===== config.mk =====
export PLATFORM = sky130hd
export DESIGN_NAME = radix_digit_converter
export DESIGN_NICKNAME = d
export VERILOG_FILES = /design/src/rtl/rdc_pkg.sv /design/src/rtl/rdc_ram.sv /design/src/rtl/rdc_divider.sv /design/src/rtl/radix_digit_converter.sv
export SDC_FILE = /design/constraint.sdc
export NUM_CORES = 1
export LEC_CHECK = 0
export ABC_AREA = 1
export BUFFER_PORTS_ARGS = -buffer_cell sky130_fd_sc_hd__buf_4
export CORE_ASPECT_RATIO = 2
export CORE_MARGIN = 2
export CORE_UTILIZATION = 35
export DETAILED_ROUTE_END_ITERATION = 12
export HOLD_SLACK_MARGIN = 0.12
export PLACE_DENSITY = 0.48
export SYNTH_ARGS = -nofsm -noshare
export SYNTH_HDL_FRONTEND = slang
export SYNTH_SLANG_ARGS = --single-unit

===== constraint.sdc =====
create_clock -name clk_i -period 5.4 [get_ports clk_i]
set_input_delay 1.08 -clock clk_i [delete_from_list [all_inputs] [get_ports clk_i]]
set_output_delay 1.08 -clock clk_i [all_outputs]
set_load 0.02 [all_outputs]

===== src/rtl/rdc_pkg.sv =====
// Shared types, constants and helpers of the radix digit converter.
package rdc_pkg;

  // Width of the value field as it travels on the input stream.
  localparam int unsigned VALUE_W        = 32;
  localparam int unsigned VALUE_BITS_DEF = 32;
  localparam int unsigned VALUE_BITS_MAX = 64;

  localparam int unsigned RADIX_W   = 6;
  localparam int unsigned DIGIT_W   = 6;
  localparam int unsigned CHAR_W    = 7;
  localparam int unsigned OUT_W     = 8;

  localparam logic [RADIX_W-1:0] RADIX_RESET = 6'd10;
  localparam logic [RADIX_W-1:0] RADIX_MIN   = 6'd2;
  localparam logic [RADIX_W-1:0] RADIX_MAX   = 6'd62;

  // Quotient bits resolved by the divider in one cycle.
  localparam int unsigned STEP_BITS = 4;

  localparam logic [CHAR_W-1:0] CHAR_ZERO   = 7'd48;  // '0'
  localparam logic [CHAR_W-1:0] CHAR_LOWER  = 7'd87;  // 'a' - 10
  localparam logic [CHAR_W-1:0] CHAR_UPPER  = 7'd29;  // 'A' - 36
  localparam logic [DIGIT_W-1:0] DIGIT_TEN  = 6'd10;
  localparam logic [DIGIT_W-1:0] DIGIT_LOW_END = 6'd36;

  typedef enum logic [1:0] {
    ST_IDLE,
    ST_DIV,
    ST_READ,
    ST_SHOW
  } rdc_state_e;

  typedef struct packed {
    logic busy;
    logic done;
  } div_stat_t;

  function automatic logic [CHAR_W-1:0] digit_to_char(input logic [DIGIT_W-1:0] d);
    logic [CHAR_W-1:0] d_ext;
    d_ext = {1'b0, d};
    if (d < DIGIT_TEN) begin
      return d_ext + CHAR_ZERO;
    end else if (d < DIGIT_LOW_END) begin
      return d_ext + CHAR_LOWER;
    end else begin
      return d_ext + CHAR_UPPER;
    end
  endfunction

endpackage


===== src/rtl/rdc_ram.sv =====
// Generic single-write, single-read RAM with registered read data.
module rdc_ram #(
  parameter int unsigned WIDTH = 8,
  parameter int unsigned DEPTH = 32
) (
  input  logic                     clk_i,
  input  logic                     we_i,
  input  logic [$clog2(DEPTH)-1:0] waddr_i,
  input  logic [WIDTH-1:0]         wdata_i,
  input  logic                     re_i,
  input  logic [$clog2(DEPTH)-1:0] raddr_i,
  output logic [WIDTH-1:0]         rdata_o
);

  logic [WIDTH-1:0] mem_q [DEPTH];
  logic [WIDTH-1:0] rdata_q;

  always_ff @(posedge clk_i) begin
    if (we_i) begin
      mem_q[waddr_i] <= wdata_i;
    end
    if (re_i) begin
      rdata_q <= mem_q[raddr_i];
    end
  end

  assign rdata_o = rdata_q;

endmodule


===== src/rtl/rdc_divider.sv =====
// Iterative divider of a value by a narrow radix, several quotient bits per cycle.
module rdc_divider
  import rdc_pkg::*;
#(
  parameter int unsigned VALUE_BITS = VALUE_BITS_DEF
) (
  input  logic                  clk_i,
  input  logic                  rst_ni,
  input  logic                  start_i,
  input  logic [VALUE_BITS-1:0] dividend_i,
  input  logic [RADIX_W-1:0]    divisor_i,
  output div_stat_t             stat_o,
  output logic [VALUE_BITS-1:0] quotient_o,
  output logic [DIGIT_W-1:0]    remainder_o
);

  localparam int unsigned DIV_W = ((VALUE_BITS + STEP_BITS - 1) / STEP_BITS) * STEP_BITS;
  localparam int unsigned STEPS = DIV_W / STEP_BITS;
  localparam int unsigned CNT_W = (STEPS > 1) ? $clog2(STEPS) : 1;

  logic [DIV_W-1:0]   quot_q, quot_d;
  logic [DIGIT_W-1:0] rem_q, rem_d;
  logic [RADIX_W-1:0] div_q;
  logic [CNT_W-1:0]   cnt_q, cnt_d;
  logic               busy_q, busy_d;
  logic               done_q, done_d;

  logic [DIV_W-1:0]   step_q_val;
  logic [DIGIT_W:0]   step_r_val;

  // Shift-and-subtract over STEP_BITS dividend bits; the remainder stays below the divisor.
  always_comb begin
    logic [DIV_W-1:0] q;
    logic [DIGIT_W:0] r;
    q = quot_q;
    r = {1'b0, rem_q};
    for (int i = 0; i < STEP_BITS; i++) begin
      r = {r[DIGIT_W-1:0], q[DIV_W-1]};
      q = {q[DIV_W-2:0], 1'b0};
      if (r >= {1'b0, div_q}) begin
        r    = r - {1'b0, div_q};
        q[0] = 1'b1;
      end
    end
    step_q_val = q;
    step_r_val = r;
  end

  always_comb begin
    quot_d = quot_q;
    rem_d  = rem_q;
    cnt_d  = cnt_q;
    busy_d = busy_q;
    done_d = 1'b0;
    if (start_i && !busy_q) begin
      quot_d = DIV_W'(dividend_i);
      rem_d  = '0;
      cnt_d  = CNT_W'(STEPS - 1);
      busy_d = 1'b1;
    end else if (busy_q) begin
      quot_d = step_q_val;
      rem_d  = step_r_val[DIGIT_W-1:0];
      cnt_d  = cnt_q - 1'b1;
      if (cnt_q == '0) begin
        busy_d = 1'b0;
        done_d = 1'b1;
      end
    end
  end

  always_ff @(posedge clk_i or negedge rst_ni) begin
    if (!rst_ni) begin
      busy_q <= 1'b0;
      done_q <= 1'b0;
      cnt_q  <= '0;
    end else begin
      busy_q <= busy_d;
      done_q <= done_d;
      cnt_q  <= cnt_d;
    end
  end

  always_ff @(posedge clk_i) begin
    quot_q <= quot_d;
    rem_q  <= rem_d;
    if (start_i && !busy_q) begin
      div_q <= divisor_i;
    end
  end

  assign stat_o.busy  = busy_q;
  assign stat_o.done  = done_q;
  assign quotient_o   = quot_q[VALUE_BITS-1:0];
  assign remainder_o  = rem_q;

endmodule


===== src/rtl/radix_digit_converter.sv =====
// Radix digit converter: streams the digits of an unsigned value in a configured base.
//
// Each input item is one unsigned value; the block answers with one output item per digit in
// the base held in the radix register (2 to 62, reset 10; 0 and 1 act as 2, 63 acts as 62),
// most significant digit first, as an ASCII character with tlast on the units digit. Zero
// gives the single digit '0'. Digits are found by repeated division in one shared divider that
// resolves four quotient bits per cycle; the divider's done strobe both stores the digit and
// starts the next division. The digits are kept in a small digit RAM and then read back in
// reverse, each emitted digit passing through a RAM read state and then a show state that
// waits for the sink. One item is in flight at a time; s_axis_tready is high only while the
// block is idle. Write the radix only while idle.
module radix_digit_converter
  import rdc_pkg::*;
#(
  parameter int unsigned VALUE_BITS = VALUE_BITS_DEF
) (
  input  logic               clk_i,
  input  logic               rst_ni,
  input  logic               s_axis_tvalid_i,
  output logic               s_axis_tready_o,
  input  logic [VALUE_W-1:0] s_axis_tdata_i,  // [31:0] value
  output logic               m_axis_tvalid_o,
  input  logic               m_axis_tready_i,
  output logic [OUT_W-1:0]   m_axis_tdata_o,  // [6:0] digit_char, [7] zero fill
  output logic               m_axis_tlast_o,  // last_digit
  input  logic               cfg_valid_i,
  output logic               cfg_ready_o,
  input  logic [RADIX_W-1:0] cfg_data_i
);

  localparam int unsigned IDX_W = $clog2(VALUE_BITS);

  rdc_state_e state_q, state_d;

  logic [RADIX_W-1:0] radix_q;
  logic [RADIX_W-1:0] radix_eff;
  logic [IDX_W-1:0]   wr_idx_q, wr_idx_d;
  logic [IDX_W-1:0]   rd_idx_q, rd_idx_d;

  logic                  div_start;
  logic [VALUE_BITS-1:0] div_dividend;
  div_stat_t             div_stat;
  logic [VALUE_BITS-1:0] div_quot;
  logic [DIGIT_W-1:0]    div_rem;
  logic                  quot_zero;

  logic                  ram_we;
  logic                  ram_re;
  logic [DIGIT_W-1:0]    ram_rdata;

  logic [VALUE_BITS_MAX-1:0] value_ext;

  assign cfg_ready_o = 1'b1;

  always_ff @(posedge clk_i or negedge rst_ni) begin
    if (!rst_ni) begin
      radix_q <= RADIX_RESET;
    end else if (cfg_valid_i && cfg_ready_o) begin
      radix_q <= cfg_data_i;
    end
  end

  always_comb begin
    if (radix_q < RADIX_MIN) begin
      radix_eff = RADIX_MIN;
    end else if (radix_q > RADIX_MAX) begin
      radix_eff = RADIX_MAX;
    end else begin
      radix_eff = radix_q;
    end
  end

  assign value_ext = {{(VALUE_BITS_MAX - VALUE_W){1'b0}}, s_axis_tdata_i};
  assign quot_zero = (div_quot == '0);

  // The first division takes the input value, later ones the previous quotient.
  assign div_dividend = (state_q == ST_IDLE) ? value_ext[VALUE_BITS-1:0] : div_quot;

  rdc_divider #(
    .VALUE_BITS (VALUE_BITS)
  ) u_divider (
    .clk_i       (clk_i),
    .rst_ni      (rst_ni),
    .start_i     (div_start),
    .dividend_i  (div_dividend),
    .divisor_i   (radix_eff),
    .stat_o      (div_stat),
    .quotient_o  (div_quot),
    .remainder_o (div_rem)
  );

  rdc_ram #(
    .WIDTH (DIGIT_W),
    .DEPTH (VALUE_BITS)
  ) u_digit_ram (
    .clk_i   (clk_i),
    .we_i    (ram_we),
    .waddr_i (wr_idx_q),
    .wdata_i (div_rem),
    .re_i    (ram_re),
    .raddr_i (rd_idx_q),
    .rdata_o (ram_rdata)
  );

  // Next state.
  always_comb begin
    state_d  = state_q;
    wr_idx_d = wr_idx_q;
    rd_idx_d = rd_idx_q;
    case (state_q)
      ST_IDLE: begin
        if (s_axis_tvalid_i) begin
          state_d  = ST_DIV;
          wr_idx_d = '0;
        end
      end
      ST_DIV: begin
        if (div_stat.done) begin
          if (quot_zero) begin
            state_d  = ST_READ;
            rd_idx_d = wr_idx_q;
          end else begin
            wr_idx_d = wr_idx_q + 1'b1;
          end
        end
      end
      ST_READ: begin
        state_d = ST_SHOW;
      end
      ST_SHOW: begin
        if (m_axis_tready_i) begin
          if (rd_idx_q == '0) begin
            state_d = ST_IDLE;
          end else begin
            state_d  = ST_READ;
            rd_idx_d = rd_idx_q - 1'b1;
          end
        end
      end
      default: begin
        state_d = ST_IDLE;
      end
    endcase
  end

  // Outputs.
  always_comb begin
    s_axis_tready_o = 1'b0;
    m_axis_tvalid_o = 1'b0;
    div_start       = 1'b0;
    ram_we          = 1'b0;
    ram_re          = 1'b0;
    case (state_q)
      ST_IDLE: begin
        s_axis_tready_o = 1'b1;
        div_start       = s_axis_tvalid_i;
      end
      ST_DIV: begin
        ram_we    = div_stat.done;
        div_start = div_stat.done && !quot_zero;
      end
      ST_READ: begin
        ram_re = 1'b1;
      end
      ST_SHOW: begin
        m_axis_tvalid_o = 1'b1;
      end
      default: begin
        s_axis_tready_o = 1'b0;
      end
    endcase
  end

  assign m_axis_tdata_o = {1'b0, digit_to_char(ram_rdata)};
  assign m_axis_tlast_o = (rd_idx_q == '0);

  always_ff @(posedge clk_i or negedge rst_ni) begin
    if (!rst_ni) begin
      state_q  <= ST_IDLE;
      wr_idx_q <= '0;
      rd_idx_q <= '0;
    end else begin
      state_q  <= state_d;
      wr_idx_q <= wr_idx_d;
      rd_idx_q <= rd_idx_d;
    end
  end

  a_one_side: assert property (@(posedge clk_i) disable iff (!rst_ni)
    !(s_axis_tready_o && m_axis_tvalid_o))
    else $error("input and output sides active together");

  a_done_in_div: assert property (@(posedge clk_i) disable iff (!rst_ni)
    div_stat.done |-> (state_q == ST_DIV))
    else $error("divider finished outside the division phase");

  a_last_to_idle: assert property (@(posedge clk_i) disable iff (!rst_ni)
    (m_axis_tvalid_o && m_axis_tready_i && m_axis_tlast_o) |=> s_axis_tready_o)
    else $error("block not idle after the last digit item");

  a_final_digit_read: assert property (@(posedge clk_i) disable iff (!rst_ni)
    (state_q == ST_DIV && div_stat.done && quot_zero) |=> (state_q == ST_READ && !div_stat.busy))
    else $error("digit readout did not follow the final division");

endmodule


==> results.md <==
* Prevailing post-synth register cell: sky130_fd_sc_hd__edfxtp_1
* Area of all placed cells without fillers at about 0.015 sq mm
* Synthesized Nets at about 1300
* Final setup violating endpoints at 0
* Signal arrival time at the worst endpoint at 5.74 ns
* Area enclosed by the die boundary at around 0.037 sq mm
* WL per Instance at between 20 and 25 um
* Number of diodes added for antenna fixing at 0
* Register-to-register setup slack at 0.13 ns
* Biggest fanout along the worst timing path at 8
* Largest stage delay on the critical path at ~0.56 ns
* Post-synthesis register bit count at 265
* Chip width at 137 um
* Starting density of the core at 0.355
* Total Wirelength at 35.9 mm
* Crit share post-route at 0.976
* Final hold violation count at 0
* Area leader, netlist: sky130_fd_sc_hd__edfxtp_1
* Remaining max-slew budget at the tightest pin at 0.401
* Root Driver: sky130_fd_sc_hd__clkbuf_16
* Number of sinks on the clock net at 265
* Share of synthesized flip-flops with an asynchronous set or reset at 0.0868
* Total clock buffers created by CTS at 25
* Outcome: finished clean
* Number of cells produced by synthesis at 1184
* RSZ-0062 raised after global routing: true
* Skew-Pair Late Insertion Delay at 0.54 ns
* Number of H-tree levels at 1
* Required time worst endpoint at 5.87 ns
* Port bufs at 52
* Global route overflow at 0
* Clock transition at the registers of the reported paths at 0.07 ns
* First drt pass iteration count at 5
* Total of warnings raised by yosys at 0
* DRC errors left at 0
* Startpoint type of the worst setup path: register
* Number of flops mapped to enable cells by yosys at 236
* Sequential cell area fraction in the yosys report at 0.625
* Number of max-slew violations in the final report at 0
* Worst clock skew on the final layout at between 0.015 and 0.02 ns
* Core area at 0.0351 sq mm
* Minimum clock period at about 5.3 ns
* Dominant cells by area after synthesis: sky130_fd_sc_hd__edfxtp_1 57%, sky130_fd_sc_hd__nand2_1 6.7%, sky130_fd_sc_hd__o21ai_0 5.5%
* Antenna violations before repair at 0
* Final non-filler cell total at between 1500 and 2000
* Aggregate global-route resource usage at 0.193
* Mean number of vias per cell at slightly above 5
* Share of post-route cells with drive strength above 1 at 0.203
* Area of placed instances at around 0.014 sq mm
* Post-Place Cells at between 1500 and 2000
* Estimated wirelength of the detail-placed design at between 20 and 30 mm
* Most frequently used cell type in the post-synthesis netlist: sky130_fd_sc_hd__edfxtp_1
* Cell Rows at slightly below 100
* Weighted congestion at the end of routability-driven global placement at slightly below 0.9
* Post-synthesis cell type count at 44
* Ports placed on the boundary at between 50 and 60
* Class of the tightest hold or removal check: primary input to async pin
* Die extent in y at between 200 and 300 um
* Area growth syn-to-layout at 20.4%
* Maximum number of pins on one net before global-route repair at a little under 100
* Most used cell, CP: sky130_fd_sc_hd__inv_2
* Via total after detailed routing at between 9000 and 10000
* Fraction of synthesized cell area taken by the top area cell type at 0.569
* Family with the most delay on the worst path: simple AND/OR/NAND/NOR gates
* Clock tree from TritonCTS: yes
* Number of buffer and inverter instances along the worst setup path at 8
* Layout net count at roughly 1400
* Setup Crit Path Kind: register to register
* Ranking of synthesized cells by instance count: 236 x sky130_fd_sc_hd__edfxtp_1, 221 x sky130_fd_sc_hd__nand2_1, 158 x sky130_fd_sc_hd__nor2_1
* Max Clk Rate at around 190 MHz
* Mapped Area at 0.0125 sq mm
* Number of global-route vias before repair at 9287
* Drt initial violations at 424
* Global-route wire length before repair at about 53 mm
* Endpoint kind of the worst setup timing path: register
* Average size of a mapped cell at 10.5 sq um
* Maxcap violations at 0
* DRT antenna net count at 0
* Maximum clock path buffer count at 3
* Critical Path Slowest Stage Cell: sky130_fd_sc_hd__fa_2
* Tightest Pin Transition at 0.899 ns
sequential cells by signal (all words and copies together), names as in the netlist:
register / count
u_digit_ram.mem_q: 192
u_divider.quotient_o: 32
radix_q: 6
u_digit_ram.rdata_o: 6
u_divider.div_q: 6
u_divider.remainder_o: 6
rd_idx_q: 5
wr_idx_q: 5
u_divider.cnt_q: 3
state_q: 2
u_divider.busy_q: 1
u_divider.done_q: 1
worst paths after layout:
| path | cells past startpoint | start | endpoint |
|---|---|---|---|
| min in group clk_i | 0 | radix_q[5]$_DFFE_PN0P_ | u_divider.div_q[5]$_SDFFCE_PP0P_ |
| max in group asynchronous | 1 | rst_ni | radix_q[3]$_DFFE_PN1P_ |
| hold / removal | 1 | rst_ni | u_divider.cnt_q[0]$_DFFE_PN0P_ |
| setup / recovery | 41 | u_divider.quotient_o[31]$_DFFE_PP_ | u_divider.remainder_o[5]$_SDFFE_PP0P_ |
| hold reg to reg | 0 | radix_q[5]$_DFFE_PN0P_ | u_divider.div_q[5]$_SDFFCE_PP0P_ |
| setup reg to reg | 41 | u_divider.quotient_o[31]$_DFFE_PP_ | u_divider.remainder_o[5]$_SDFFE_PP0P_ |
through the flow:
step / setup TNS (ns) / hold WS (ns) / setup slack (ns) / util
finish: 0 / 0.456 / 0.132 / 0.428
global route: -1.14 / 0.462 / -0.193 / 0.428
CTS: 0 / 0.451 / 0.00881 / 0.417
detailed placement: -1.51 / 0.462 / -0.243 / 0.393
global placement: -0.788 / 0.464 / -0.148 / 0.393
floorplan: 0 / 0.452 / 0.00938 / -
layout make-up:
type / count / area, sq um
clock buffers: 32 / 652
clock inverters: 11 / 136
fillers: 3349 / 20100
inverters: 94 / 353
multi-input cells: 773 / 4470
flip-flops and latches: 265 / 7800
well taps: 445 / 557
repair buffers: 134 / 1030
logic make-up after synthesis:
kind of cell | after synthesis | synth area share
AO/OA/AOI/OAI | 235 | 0.109
AND/OR/NAND/NOR | 474 | 0.162
other | 2 | 0.000603
adder cells (fa/ha/maj) | 41 | 0.0442
flip-flops | 265 | 0.625
multiplexers | 2 | 0.00181
XOR/XNOR | 18 | 0.0126
buffers and inverters | 147 | 0.0458
worst register-to-register path: cells and delay by family, from the launching register on:
family	cells	cell delay, ns
buffers and inverters	8	0.57
AO/OA/AOI/OAI	8	1.02
flip-flops	1	0.44
adder cells (fa/ha/maj)	5	1.43
AND/OR/NAND/NOR	20	1.77
cell usage in the layout (no fill, tap or decap), types with 4 or more instances in the layout:
master and count:
sky130_fd_sc_hd__clkinv_1 5, sky130_fd_sc_hd__xnor2_1 7, sky130_fd_sc_hd__edfxtp_1 236, sky130_fd_sc_hd__o22ai_1 32
sky130_fd_sc_hd__clkbuf_1 7, sky130_fd_sc_hd__nand3_2 11, sky130_fd_sc_hd__xor2_1 11, sky130_fd_sc_hd__inv_1 75
sky130_fd_sc_hd__buf_4 131, sky130_fd_sc_hd__o21ai_2 4, sky130_fd_sc_hd__nand2_4 5, sky130_fd_sc_hd__nand2_2 18
sky130_fd_sc_hd__nand2_1 205, sky130_fd_sc_hd__nor2_1 156, sky130_fd_sc_hd__clkbuf_16 25, sky130_fd_sc_hd__fa_1 4
sky130_fd_sc_hd__a21oi_2 5, sky130_fd_sc_hd__o211ai_1 8, sky130_fd_sc_hd__nor4_1 9, sky130_fd_sc_hd__o21ai_0 136
sky130_fd_sc_hd__inv_2 17, sky130_fd_sc_hd__nand3_4 4, sky130_fd_sc_hd__o221ai_1 18, sky130_fd_sc_hd__a21oi_1 16
sky130_fd_sc_hd__ha_1 22, sky130_fd_sc_hd__dfrtp_1 20, sky130_fd_sc_hd__nand3_1 37, sky130_fd_sc_hd__nand4_1 17
sky130_fd_sc_hd__dfxtp_4 5, sky130_fd_sc_hd__ha_4 14
timing repair:
item	CTS	global route
endpoints found under the hold margin	0	0
cloned	0	1
buffers inserted	1	10
hold buffers	0	0
pin swaps	0	42
endpoints found under the setup margin	7	7
resized for setup	12	66
metal layers:
metal / vias up / GRT usage / wire length (um)
met3: 81 / 0.0184 / 893
met1: 4440 / 0.178 / 11800
met5: - / 0 / 0
met4: 0 / 0.107 / 2150
met2: 169 / 0.392 / 21100
li1: 4345 / - / -
Power is left out: the tool's default activity adds up to more than one toggle a clock period on the data nets, which glitch-free logic cannot reach.
